File: src/rtl/smbs_pkg.sv
// Shared types, register indexes and constants for the SPI byte shifter.
package smbs_pkg;

    localparam int CMD_QUEUE_DEPTH = 2;
    localparam int RES_QUEUE_DEPTH = 2;

    localparam int CFG_IDX_W  = 3;
    localparam int CFG_DATA_W = 16;

    localparam logic [CFG_IDX_W-1:0] REG_ENABLED     = 3'd0;
    localparam logic [CFG_IDX_W-1:0] REG_SPI_MODE    = 3'd1;
    localparam logic [CFG_IDX_W-1:0] REG_MOSI_CONN   = 3'd2;
    localparam logic [CFG_IDX_W-1:0] REG_MISO_CONN   = 3'd3;
    localparam logic [CFG_IDX_W-1:0] REG_HALF_PERIOD = 3'd4;

    localparam logic [7:0]  TX_IDLE_BYTE    = 8'hFF;
    localparam logic [2:0]  BIT_MSB         = 3'd7;
    localparam logic [15:0] HALF_PERIOD_RST = 16'd1;

    typedef struct packed {
        logic       is_start;
        logic [7:0] load_byte;
        logic       last;
        logic       miso;
    } t_cmd;

    typedef struct packed {
        logic       sck_level;
        logic       mosi_level;
        logic [7:0] rx_byte;
        logic       byte_done;
        logic       transfer_end;
        logic       busy_res;
        logic       rejected;
    } t_result;

    typedef struct packed {
        logic                  we;
        logic [CFG_IDX_W-1:0]  idx;
        logic [CFG_DATA_W-1:0] data;
    } t_cfg_wr;

endpackage

File: src/rtl/smbs_queue.sv
// Small register FIFO used between the front, the shift engine and the result port.
module smbs_queue #(
    parameter int WIDTH = 8,
    parameter int DEPTH = smbs_pkg::CMD_QUEUE_DEPTH
) (
    input  logic             i_clk,
    input  logic             i_rst_n,
    input  logic             i_push,
    input  logic [WIDTH-1:0] i_data,
    output logic             o_full,
    input  logic             i_pop,
    output logic [WIDTH-1:0] o_data,
    output logic             o_empty
);
    localparam int PTR_W = (DEPTH > 1) ? $clog2(DEPTH) : 1;
    localparam int CNT_W = $clog2(DEPTH + 1);

    logic [WIDTH-1:0] r_mem [DEPTH];
    logic [PTR_W-1:0] r_wr_ptr, n_wr_ptr;
    logic [PTR_W-1:0] r_rd_ptr, n_rd_ptr;
    logic [CNT_W-1:0] r_count, n_count;
    logic             do_push, do_pop;

    assign o_full  = (r_count == CNT_W'(DEPTH));
    assign o_empty = (r_count == '0);
    assign do_push = i_push && !o_full;
    assign do_pop  = i_pop && !o_empty;
    assign o_data  = r_mem[r_rd_ptr];

    always_comb begin
        n_wr_ptr = r_wr_ptr;
        n_rd_ptr = r_rd_ptr;
        n_count  = r_count;
        if (do_push) begin
            n_wr_ptr = (r_wr_ptr == PTR_W'(DEPTH - 1)) ? '0 : r_wr_ptr + PTR_W'(1);
        end
        if (do_pop) begin
            n_rd_ptr = (r_rd_ptr == PTR_W'(DEPTH - 1)) ? '0 : r_rd_ptr + PTR_W'(1);
        end
        unique case ({do_push, do_pop})
            2'b10:   n_count = r_count + CNT_W'(1);
            2'b01:   n_count = r_count - CNT_W'(1);
            default: n_count = r_count;
        endcase
    end

    always_ff @(posedge i_clk) begin
        if (!i_rst_n) begin
            r_wr_ptr <= '0;
            r_rd_ptr <= '0;
            r_count  <= '0;
        end else begin
            r_wr_ptr <= n_wr_ptr;
            r_rd_ptr <= n_rd_ptr;
            r_count  <= n_count;
        end
    end

    always_ff @(posedge i_clk) begin
        if (do_push) begin
            r_mem[r_wr_ptr] <= i_data;
        end
    end

    a_count_bound: assert property (@(posedge i_clk) disable iff (!i_rst_n)
        r_count <= CNT_W'(DEPTH))
        else $error("queue count beyond depth");

    a_pop_only_drops: assert property (@(posedge i_clk) disable iff (!i_rst_n)
        (do_pop && !do_push) |=> (r_count == $past(r_count) - CNT_W'(1)))
        else $error("queue count not decremented on pop");

endmodule

File: src/rtl/smbs_front.sv
// Front end: takes input beats, decodes them into commands and queues them.
module smbs_front #(
    parameter int CMD_DEPTH = smbs_pkg::CMD_QUEUE_DEPTH
) (
    input  logic           i_clk,
    input  logic           i_rst_n,
    input  logic           i_push,
    output logic           o_full,
    input  logic           i_action,
    input  logic [7:0]     i_tx_byte,
    input  logic           i_has_tx,
    input  logic           i_last_byte,
    input  logic           i_miso_level,
    input  logic           i_cmd_pop,
    output smbs_pkg::t_cmd o_cmd,
    output logic           o_cmd_valid
);
    smbs_pkg::t_cmd in_cmd;
    logic           cmd_empty;
    logic [$bits(smbs_pkg::t_cmd)-1:0] head_bits;

    always_comb begin
        in_cmd.is_start  = i_action;
        // no transmit data: send all ones
        in_cmd.load_byte = i_has_tx ? i_tx_byte : smbs_pkg::TX_IDLE_BYTE;
        in_cmd.last      = i_last_byte;
        in_cmd.miso      = i_miso_level;
    end

    smbs_queue #(
        .WIDTH ($bits(smbs_pkg::t_cmd)),
        .DEPTH (CMD_DEPTH)
    ) u_cmd_queue (
        .i_clk   (i_clk),
        .i_rst_n (i_rst_n),
        .i_push  (i_push),
        .i_data  (in_cmd),
        .o_full  (o_full),
        .i_pop   (i_cmd_pop),
        .o_data  (head_bits),
        .o_empty (cmd_empty)
    );

    assign o_cmd       = smbs_pkg::t_cmd'(head_bits);
    assign o_cmd_valid = !cmd_empty;

endmodule

File: src/rtl/smbs_back.sv
// Back end: configuration registers, SPI shift engine and result queue.
module smbs_back #(
    parameter int RES_DEPTH = smbs_pkg::RES_QUEUE_DEPTH
) (
    input  logic              i_clk,
    input  logic              i_rst_n,
    input  smbs_pkg::t_cfg_wr i_cfg,
    input  smbs_pkg::t_cmd    i_cmd,
    input  logic              i_cmd_valid,
    output logic              o_cmd_pop,
    input  logic              i_pop,
    output logic              o_empty,
    output smbs_pkg::t_result o_res
);
    // configuration
    logic        r_enabled, n_enabled;
    logic [1:0]  r_spi_mode, n_spi_mode;
    logic        r_mosi_conn, n_mosi_conn;
    logic        r_miso_conn, n_miso_conn;
    logic [15:0] r_half_period, n_half_period;

    // engine state
    logic [7:0]  r_out_shift, n_out_shift;
    logic [7:0]  r_in_shift, n_in_shift;
    logic [2:0]  r_bit_index, n_bit_index;
    logic        r_second_half, n_second_half;
    logic [15:0] r_tick_count, n_tick_count;
    logic        r_active, n_active;
    logic        r_final, n_final;
    logic        r_sck, n_sck;
    logic        r_mosi, n_mosi;

    smbs_pkg::t_result res;
    logic              res_full;
    logic              consume;
    logic              cpol, cpha;
    logic [15:0]       hp;
    logic [16:0]       tick_next;
    logic [$bits(smbs_pkg::t_result)-1:0] res_bits;

    assign consume   = i_cmd_valid && !res_full;
    assign o_cmd_pop = consume;
    assign cpol      = r_spi_mode[1];
    assign cpha      = r_spi_mode[0];
    assign hp        = (r_half_period == '0) ? 16'd1 : r_half_period;
    assign tick_next = {1'b0, r_tick_count} + 17'd1;

    always_comb begin
        n_enabled     = r_enabled;
        n_spi_mode    = r_spi_mode;
        n_mosi_conn   = r_mosi_conn;
        n_miso_conn   = r_miso_conn;
        n_half_period = r_half_period;
        n_out_shift   = r_out_shift;
        n_in_shift    = r_in_shift;
        n_bit_index   = r_bit_index;
        n_second_half = r_second_half;
        n_tick_count  = r_tick_count;
        n_active      = r_active;
        n_final       = r_final;
        n_sck         = r_sck;
        n_mosi        = r_mosi;

        res.rx_byte      = '0;
        res.byte_done    = 1'b0;
        res.transfer_end = 1'b0;
        res.rejected     = 1'b0;

        if (consume) begin
            if (i_cmd.is_start) begin
                if (r_active || !r_enabled) begin
                    res.rejected = 1'b1;
                end else begin
                    n_out_shift   = i_cmd.load_byte;
                    n_in_shift    = '0;
                    n_bit_index   = smbs_pkg::BIT_MSB;
                    n_second_half = 1'b0;
                    n_tick_count  = '0;
                    n_active      = 1'b1;
                    n_final       = i_cmd.last;
                    if (cpha) begin
                        n_sck = ~cpol;
                    end
                    n_mosi = i_cmd.load_byte[smbs_pkg::BIT_MSB];
                end
            end else if (r_active) begin
                if (tick_next < {1'b0, hp}) begin
                    n_tick_count = tick_next[15:0];
                end else begin
                    n_tick_count = '0;
                    if (!r_second_half) begin
                        n_sck         = cpha ? cpol : ~cpol;
                        n_second_half = 1'b1;
                    end else begin
                        if (r_miso_conn && i_cmd.miso) begin
                            n_in_shift[r_bit_index] = 1'b1;
                        end
                        if (!cpha) begin
                            n_sck = cpol;
                        end
                        n_second_half = 1'b0;
                        if (r_bit_index == '0) begin
                            res.byte_done    = 1'b1;
                            res.rx_byte      = n_in_shift;
                            res.transfer_end = r_final;
                            n_active         = 1'b0;
                            n_bit_index      = smbs_pkg::BIT_MSB;
                        end else begin
                            n_bit_index = r_bit_index - 3'd1;
                            if (cpha) begin
                                n_sck = ~cpol;
                            end
                            n_mosi = r_out_shift[n_bit_index];
                        end
                    end
                end
            end
        end

        if (i_cfg.we) begin
            unique case (i_cfg.idx)
                smbs_pkg::REG_ENABLED:     n_enabled     = i_cfg.data[0];
                smbs_pkg::REG_SPI_MODE: begin
                    n_spi_mode = i_cfg.data[1:0];
                    // idle SCK follows the new polarity at once
                    if (!r_active) begin
                        n_sck = i_cfg.data[1];
                    end
                end
                smbs_pkg::REG_MOSI_CONN:   n_mosi_conn   = i_cfg.data[0];
                smbs_pkg::REG_MISO_CONN:   n_miso_conn   = i_cfg.data[0];
                smbs_pkg::REG_HALF_PERIOD: n_half_period = i_cfg.data[15:0];
                default: ;
            endcase
        end

        res.sck_level  = n_sck;
        res.mosi_level = n_mosi & r_mosi_conn;
        res.busy_res   = n_active;
    end

    always_ff @(posedge i_clk) begin
        if (!i_rst_n) begin
            r_enabled     <= 1'b0;
            r_spi_mode    <= 2'd0;
            r_mosi_conn   <= 1'b0;
            r_miso_conn   <= 1'b0;
            r_half_period <= smbs_pkg::HALF_PERIOD_RST;
            r_out_shift   <= '0;
            r_in_shift    <= '0;
            r_bit_index   <= smbs_pkg::BIT_MSB;
            r_second_half <= 1'b0;
            r_tick_count  <= '0;
            r_active      <= 1'b0;
            r_final       <= 1'b0;
            r_sck         <= 1'b0;
            r_mosi        <= 1'b0;
        end else begin
            r_enabled     <= n_enabled;
            r_spi_mode    <= n_spi_mode;
            r_mosi_conn   <= n_mosi_conn;
            r_miso_conn   <= n_miso_conn;
            r_half_period <= n_half_period;
            r_out_shift   <= n_out_shift;
            r_in_shift    <= n_in_shift;
            r_bit_index   <= n_bit_index;
            r_second_half <= n_second_half;
            r_tick_count  <= n_tick_count;
            r_active      <= n_active;
            r_final       <= n_final;
            r_sck         <= n_sck;
            r_mosi        <= n_mosi;
        end
    end

    smbs_queue #(
        .WIDTH ($bits(smbs_pkg::t_result)),
        .DEPTH (RES_DEPTH)
    ) u_res_queue (
        .i_clk   (i_clk),
        .i_rst_n (i_rst_n),
        .i_push  (consume),
        .i_data  (res),
        .o_full  (res_full),
        .i_pop   (i_pop),
        .o_data  (res_bits),
        .o_empty (o_empty)
    );

    assign o_res = smbs_pkg::t_result'(res_bits);

    a_idle_clean: assert property (@(posedge i_clk) disable iff (!i_rst_n)
        !r_active |-> (!r_second_half && r_tick_count == '0
                       && r_bit_index == smbs_pkg::BIT_MSB))
        else $error("engine idle with stale bit state");

    a_start_loads: assert property (@(posedge i_clk) disable iff (!i_rst_n)
        (consume && i_cmd.is_start && !r_active && r_enabled)
        |=> (r_active && r_bit_index == smbs_pkg::BIT_MSB))
        else $error("accepted start did not begin a byte");

    a_done_goes_idle: assert property (@(posedge i_clk) disable iff (!i_rst_n)
        (consume && res.byte_done) |=> (!r_active && !r_second_half))
        else $error("engine still busy after finishing a byte");

endmodule

File: src/rtl/spi_master_byte_shifter.sv
// Beats pass the command FIFO and shift engine; the result FIFO head drives the result ports.
// Throughput: one beat per cycle in and out while the result FIFO is not full.
// Each beat yields exactly one result beat; the rate is set by the shift engine.
// Each FIFO holds CMD_DEPTH / RES_DEPTH beats and stalls on its own when full.
// Reset: synchronous, active low; clears FIFOs, engine state and config to defaults.
module spi_master_byte_shifter #(
    parameter int CMD_DEPTH = smbs_pkg::CMD_QUEUE_DEPTH,
    parameter int RES_DEPTH = smbs_pkg::RES_QUEUE_DEPTH
) (
    input  logic                            i_clk,
    input  logic                            i_rst_n,
    input  logic                            push,
    output logic                            full,
    input  logic                            i_action,
    input  logic [7:0]                      i_tx_byte,
    input  logic                            i_has_tx,
    input  logic                            i_last_byte,
    input  logic                            i_miso_level,
    output logic                            empty,
    input  logic                            pop,
    output logic                            o_sck_level,
    output logic                            o_mosi_level,
    output logic [7:0]                      o_rx_byte,
    output logic                            o_byte_done,
    output logic                            o_transfer_end,
    output logic                            o_busy_res,
    output logic                            o_rejected,
    input  logic                            i_cfg_we,
    input  logic [smbs_pkg::CFG_IDX_W-1:0]  i_cfg_idx,
    input  logic [smbs_pkg::CFG_DATA_W-1:0] i_cfg_data
);
    smbs_pkg::t_cmd    cmd;
    smbs_pkg::t_result res;
    smbs_pkg::t_cfg_wr cfg;
    logic              cmd_valid;
    logic              cmd_pop;

    assign cfg.we   = i_cfg_we;
    assign cfg.idx  = i_cfg_idx;
    assign cfg.data = i_cfg_data;

    smbs_front #(
        .CMD_DEPTH (CMD_DEPTH)
    ) u_front (
        .i_clk        (i_clk),
        .i_rst_n      (i_rst_n),
        .i_push       (push),
        .o_full       (full),
        .i_action     (i_action),
        .i_tx_byte    (i_tx_byte),
        .i_has_tx     (i_has_tx),
        .i_last_byte  (i_last_byte),
        .i_miso_level (i_miso_level),
        .i_cmd_pop    (cmd_pop),
        .o_cmd        (cmd),
        .o_cmd_valid  (cmd_valid)
    );

    smbs_back #(
        .RES_DEPTH (RES_DEPTH)
    ) u_back (
        .i_clk       (i_clk),
        .i_rst_n     (i_rst_n),
        .i_cfg       (cfg),
        .i_cmd       (cmd),
        .i_cmd_valid (cmd_valid),
        .o_cmd_pop   (cmd_pop),
        .i_pop       (pop),
        .o_empty     (empty),
        .o_res       (res)
    );

    assign o_sck_level    = res.sck_level;
    assign o_mosi_level   = res.mosi_level;
    assign o_rx_byte      = res.rx_byte;
    assign o_byte_done    = res.byte_done;
    assign o_transfer_end = res.transfer_end;
    assign o_busy_res     = res.busy_res;
    assign o_rejected     = res.rejected;

endmodule
File: config.mk
export PLATFORM = sky130hd
export DESIGN_NAME = spi_master_byte_shifter
export DESIGN_NICKNAME = d
export VERILOG_FILES = /design/src/rtl/smbs_pkg.sv /design/src/rtl/smbs_queue.sv /design/src/rtl/smbs_front.sv /design/src/rtl/smbs_back.sv /design/src/rtl/spi_master_byte_shifter.sv
export SDC_FILE = /design/constraint.sdc
export NUM_CORES = 1
export LEC_CHECK = 0
export BUFFER_PORTS_ARGS = -buffer_cell sky130_fd_sc_hd__clkbuf_2
export CAP_MARGIN = 20
export CORE_MARGIN = 2
export CORE_UTILIZATION = 40
export CTS_BUF_LIST = sky130_fd_sc_hd__clkbuf_8
export DETAILED_ROUTE_END_ITERATION = 6
export HOLD_SLACK_MARGIN = 0.08
export PLACE_DENSITY = 0.57
export SYNTH_ARGS = -nofsm -noshare
export SYNTH_HDL_FRONTEND = slang
export SYNTH_SLANG_ARGS = --single-unit
File: constraint.sdc
create_clock -name i_clk -period 3.14 [get_ports i_clk]
set_input_delay 0.471 -clock i_clk [delete_from_list [all_inputs] [get_ports i_clk]]
set_output_delay 0.471 -clock i_clk [all_outputs]
set_load 0.01 [all_outputs]
==> results.yml <==
synthesis:
  postSynthAreaPerCell_sq_um: 9.73
  synth.cell_area_sq_um: 5810
  net_count_of_the_mapped_netlist: 653
  dominantRegCellSynth: "sky130_fd_sc_hd__dfxtp_1"
  ys_ff_latch: 121
  ys_async_sr_fraction: 0
  ys_top_cells_by_area: "sky130_fd_sc_hd__edfxtp_1, sky130_fd_sc_hd__dfxtp_1, sky130_fd_sc_hd__nand2_1"
  synth_enable_flop_cells: 50
  synth.yosys.seq_area_share: 0.503
  netlist.area_leader.share: 0.259
  synth_top_area_cell: "sky130_fd_sc_hd__edfxtp_1"
  syn-instance-count: 597
  synth_warnings: 0
  synth_cell_type_count: 60
  synth_top_cells_by_count: "sky130_fd_sc_hd__nand2_1, sky130_fd_sc_hd__dfxtp_1, sky130_fd_sc_hd__nor2_1, sky130_fd_sc_hd__edfxtp_1, sky130_fd_sc_hd__a21oi_1"
  yosysMostFrequentCell: "sky130_fd_sc_hd__nand2_1"
routing:
  totalWireLength_microns: 12900
  drt_pre_antenna_iters: 5
  detail_route.drc_violations: 0
  drt_first_iter_violations: 259
  via_per_inst: 5.24
  detailroute.via_count: 4560
  wl_per_cell_microns: 14.8
  drt.antenna.violating_nets: 0
die:
  floorplan.die.width_microns: 125
  start_util: 0.404
  core-area_sq_um: 14400
  design.die.area_sq_um: 15500
  pin_count: 52
  die-height_microns: 125
  rows: 44
grt:
  first_global_vias: 4374
  globalRouteOverflowTotal: 0
  grtUsageTotal: 0.170
  grt_pass1_wl_microns: 21200
  grt_start_max_net_pins: 57
  antenna_violations_before_repair: 0
sta:
  holdWs_ps: 224
  report.final.hold_viol_count: 0
  clock_skew_after_layout_ps: 10.1
  fmaxAchievable_mhz: 319
  period_needed_ps: 3140
  slew-limit-headroom: 0.351
  setup_ws_ps: 2.63
  max_slew.worst_pin.slew_ps: 971
  report.final.slew_viol_count: 0
  setup_repair_after_global_routing_missed_its_margin: "yes"
  ratio_of_final_minimum_period_to_clock_period: 0.999
  setup_violations: 0
hold_path:
  hold_path_class: "in -> reg"
  worstHoldStart: "i_miso_level"
clock_network:
  h_tree_depth_reported_by_cts: 4
  clk_latency_ps: 440
  cts.sink_count: 121
  tritoncts_clock_tree: "yes"
  tritoncts.num_buffers: 17
  clk_buf_depth: 2
  cts_hold_repair.buffers: 0
  cts_root_buffer: "sky130_fd_sc_hd__clkbuf_8"
  clkTransAtPathRegs_ps: 70
setup_path:
  endpoint_of_the_worst_slack_reg_to_reg_timing_path: "u_back.r_in_shift[7]$_SDFFE_PN0P_"
  worst-r2r-setup-slack_ps: 3
  timing.critical_path.arrival_ps: 3470
  endpoint_required_time_on_the_critical_path_ps: 3470
  worst-path-buf-inv: 1
  timing.critical_path.max_delay_family: "compound AO/OA/AOI/OAI gates"
  timing.critical_path.to: "u_back.r_in_shift[7]$_SDFFE_PN0P_"
  cp_slowest_stage_delay_ps: 370
  critical_path.reg2reg.startpoint: "u_back.r_tick_count[0]$_SDFFE_PN0P_"
  startpoint_type: "flip-flop"
  worstPathMaxFanout: 6
  crit_path_end_kind: "flip-flop"
  timing.setup.critical_path_class: "reg -> reg"
  critPathSlowestCell: "sky130_fd_sc_hd__dfxtp_4"
  rr_worst_depth: 13
  critPathLaunch: "u_back.r_tick_count[0]$_SDFFE_PN0P_"
  worst-path-stages: 13
  cp_cell_sequence: "ha_2 > nand4_1 > nor4_4 > nand3_2 > xnor2_2 > ha_1 > a21o_1 > a21oi_2 > o211ai_2 > a211o_4 > buf_4 > and4_4 > a32o_1"
placed_design:
  buffer_ports.inserted: 51
  hpwl_microns: 9100
  placement.cell_area_sq_um: 6440
  routabilityCongestion: 0.884
  place_ws_ps: -178
cells_and_area:
  fin_util: 0.492
  antennaDiodeCount: 0
  syn_to_final_growth_pct: 21.8
  final_cell_area_sq_um: 7080
  final.fill_count: 1325
  finish.net_count: 729
  drive_above_1_share: 0.268
power:
  power_mw: 4.41
  max-vdd-ir-drop_uv: 385
  leakagePower_nw: 2.66
  pwr_density_cell_nw_per_um2: 624
outcome:
  outcome: "finished clean"
job:
  drv.max_cap_violation_count: 0
==> how the worst min path moves through the flow <==
stage | endpoint | slack [ps] | depth (start not counted)
6_report | u_front.u_cmd_queue.r_mem[0][0]$_DFFE_PP_ | 220 | 1
5_1_grt | u_front.u_cmd_queue.r_mem[0][0]$_DFFE_PP_ | 190 | 1
4_1_cts | u_front.u_cmd_queue.r_mem[1][1]$_DFFE_PP_ | 200 | 1
3_5_place_dp | u_back.r_in_shift[0]$_SDFFE_PN0P_ | 450 | 2
3_3_place_gp | u_back.r_in_shift[0]$_SDFFE_PN0P_ | 440 | 2
2_1_floorplan | u_back.r_in_shift[1]$_SDFFE_PN0P_ | 430 | 2
==> power breakdown <==
part / total [mW] / switching, mW / internal [mW]
combinational: 1.01 / 0.573 / 0.438
sequential: 2.00 / 0.113 / 1.88
clock: 1.41 / 0.612 / 0.795
total: 4.41 / 1.30 / 3.12
==> cell families (layout without fill, tap and decap cells) <==
kind of cell / Yosys count / in the layout / synth area share
AO/OA/AOI/OAI: 101 / 101 / 0.109
XOR/XNOR: 24 / 24 / 0.0362
multiplexers: 34 / 34 / 0.0670
adder cells (fa/ha/maj): 20 / 20 / 0.0431
buffers and inverters: 58 / 147 / 0.0414
AND/OR/NAND/NOR: 239 / 239 / 0.200
flip-flops: 121 / 121 / 0.503
==> layer usage <==
layer | part of all wire | GRT usage
met4 | 0.012 | 0.0641
met5 | 0 | 0
met2 | 0.45 | 0.254
met1 | 0.51 | 0.239
met3 | 0.034 | 0.0430
==> flip-flops by register name, indices dropped and copies added (netlist names), named ones only <==
name / count
u_back.u_res_queue.r_mem: 28
u_front.u_cmd_queue.r_mem: 22
u_back.r_half_period: 16
u_back.r_tick_count: 16
u_back.r_in_shift: 8
u_back.r_out_shift: 8
u_back.r_bit_index: 3
u_back.r_spi_mode: 2
u_back.u_res_queue.r_count: 2
u_front.u_cmd_queue.r_count: 2
u_back.r_active: 1
u_back.r_enabled: 1
u_back.r_final: 1
u_back.r_miso_conn: 1
u_back.r_mosi: 1
u_back.r_mosi_conn: 1
u_back.r_sck: 1
u_back.r_second_half: 1
u_back.u_res_queue.r_rd_ptr: 1
u_back.u_res_queue.r_wr_ptr: 1
u_front.u_cmd_queue.r_rd_ptr: 1
u_front.u_cmd_queue.r_wr_ptr: 1
==> timing repair <==
item / 4_1_cts / 5_1_grt
pin swaps: 3 / 17
endpoints found under the hold margin: 0 / 0
cloned: 0 / 1
resized for setup: 14 / 33
buffers inserted: 1 / 1
endpoints found under the setup margin: 52 / 57
==> cells in the final DEF (no fill, tap or decap), types with 10 or more instances in the layout <==
| master | count |
|---|---|
| sky130_fd_sc_hd__nand2_1 | 73 |
| sky130_fd_sc_hd__nand3_1 | 18 |
| sky130_fd_sc_hd__buf_4 | 37 |
| sky130_fd_sc_hd__a211oi_1 | 10 |
| sky130_fd_sc_hd__nor2_1 | 55 |
| sky130_fd_sc_hd__xnor2_1 | 13 |
| sky130_fd_sc_hd__clkbuf_8 | 18 |
| sky130_fd_sc_hd__ha_1 | 19 |
| sky130_fd_sc_hd__mux2_2 | 16 |
| sky130_fd_sc_hd__edfxtp_1 | 50 |
| sky130_fd_sc_hd__nand4_1 | 20 |
| sky130_fd_sc_hd__mux2i_1 | 15 |
| sky130_fd_sc_hd__dfxtp_1 | 65 |
| sky130_fd_sc_hd__a21oi_1 | 37 |
| sky130_fd_sc_hd__nand2b_1 | 11 |
| sky130_fd_sc_hd__nor3_1 | 12 |
| sky130_fd_sc_hd__inv_1 | 25 |
| sky130_fd_sc_hd__clkbuf_2 | 51 |
==> area by class of cell <==
cell class	instances	area [sq um]	area share
Sequential cell	121	2930	0.414
Inverter	25	93.8	0.0133
Clock buffer	18	248	0.0350
Multi-Input combinational cell	418	2860	0.404
Clock inverter	14	156	0.0221
Timing Repair Buffer	90	556	0.0785
Tap cell	184	230	0.0325
==> stage by stage <==
step | TNS (ps) | instances
4_1_cts | 0 | 868
3_5_place_dp | -2920 | 835
6_report | 0 | 870
2_1_floorplan | 0 | 597
5_1_grt | -2310 | 870
3_3_place_gp | -194 | 834
Note: power is estimated with default switching activity, not from simulation.
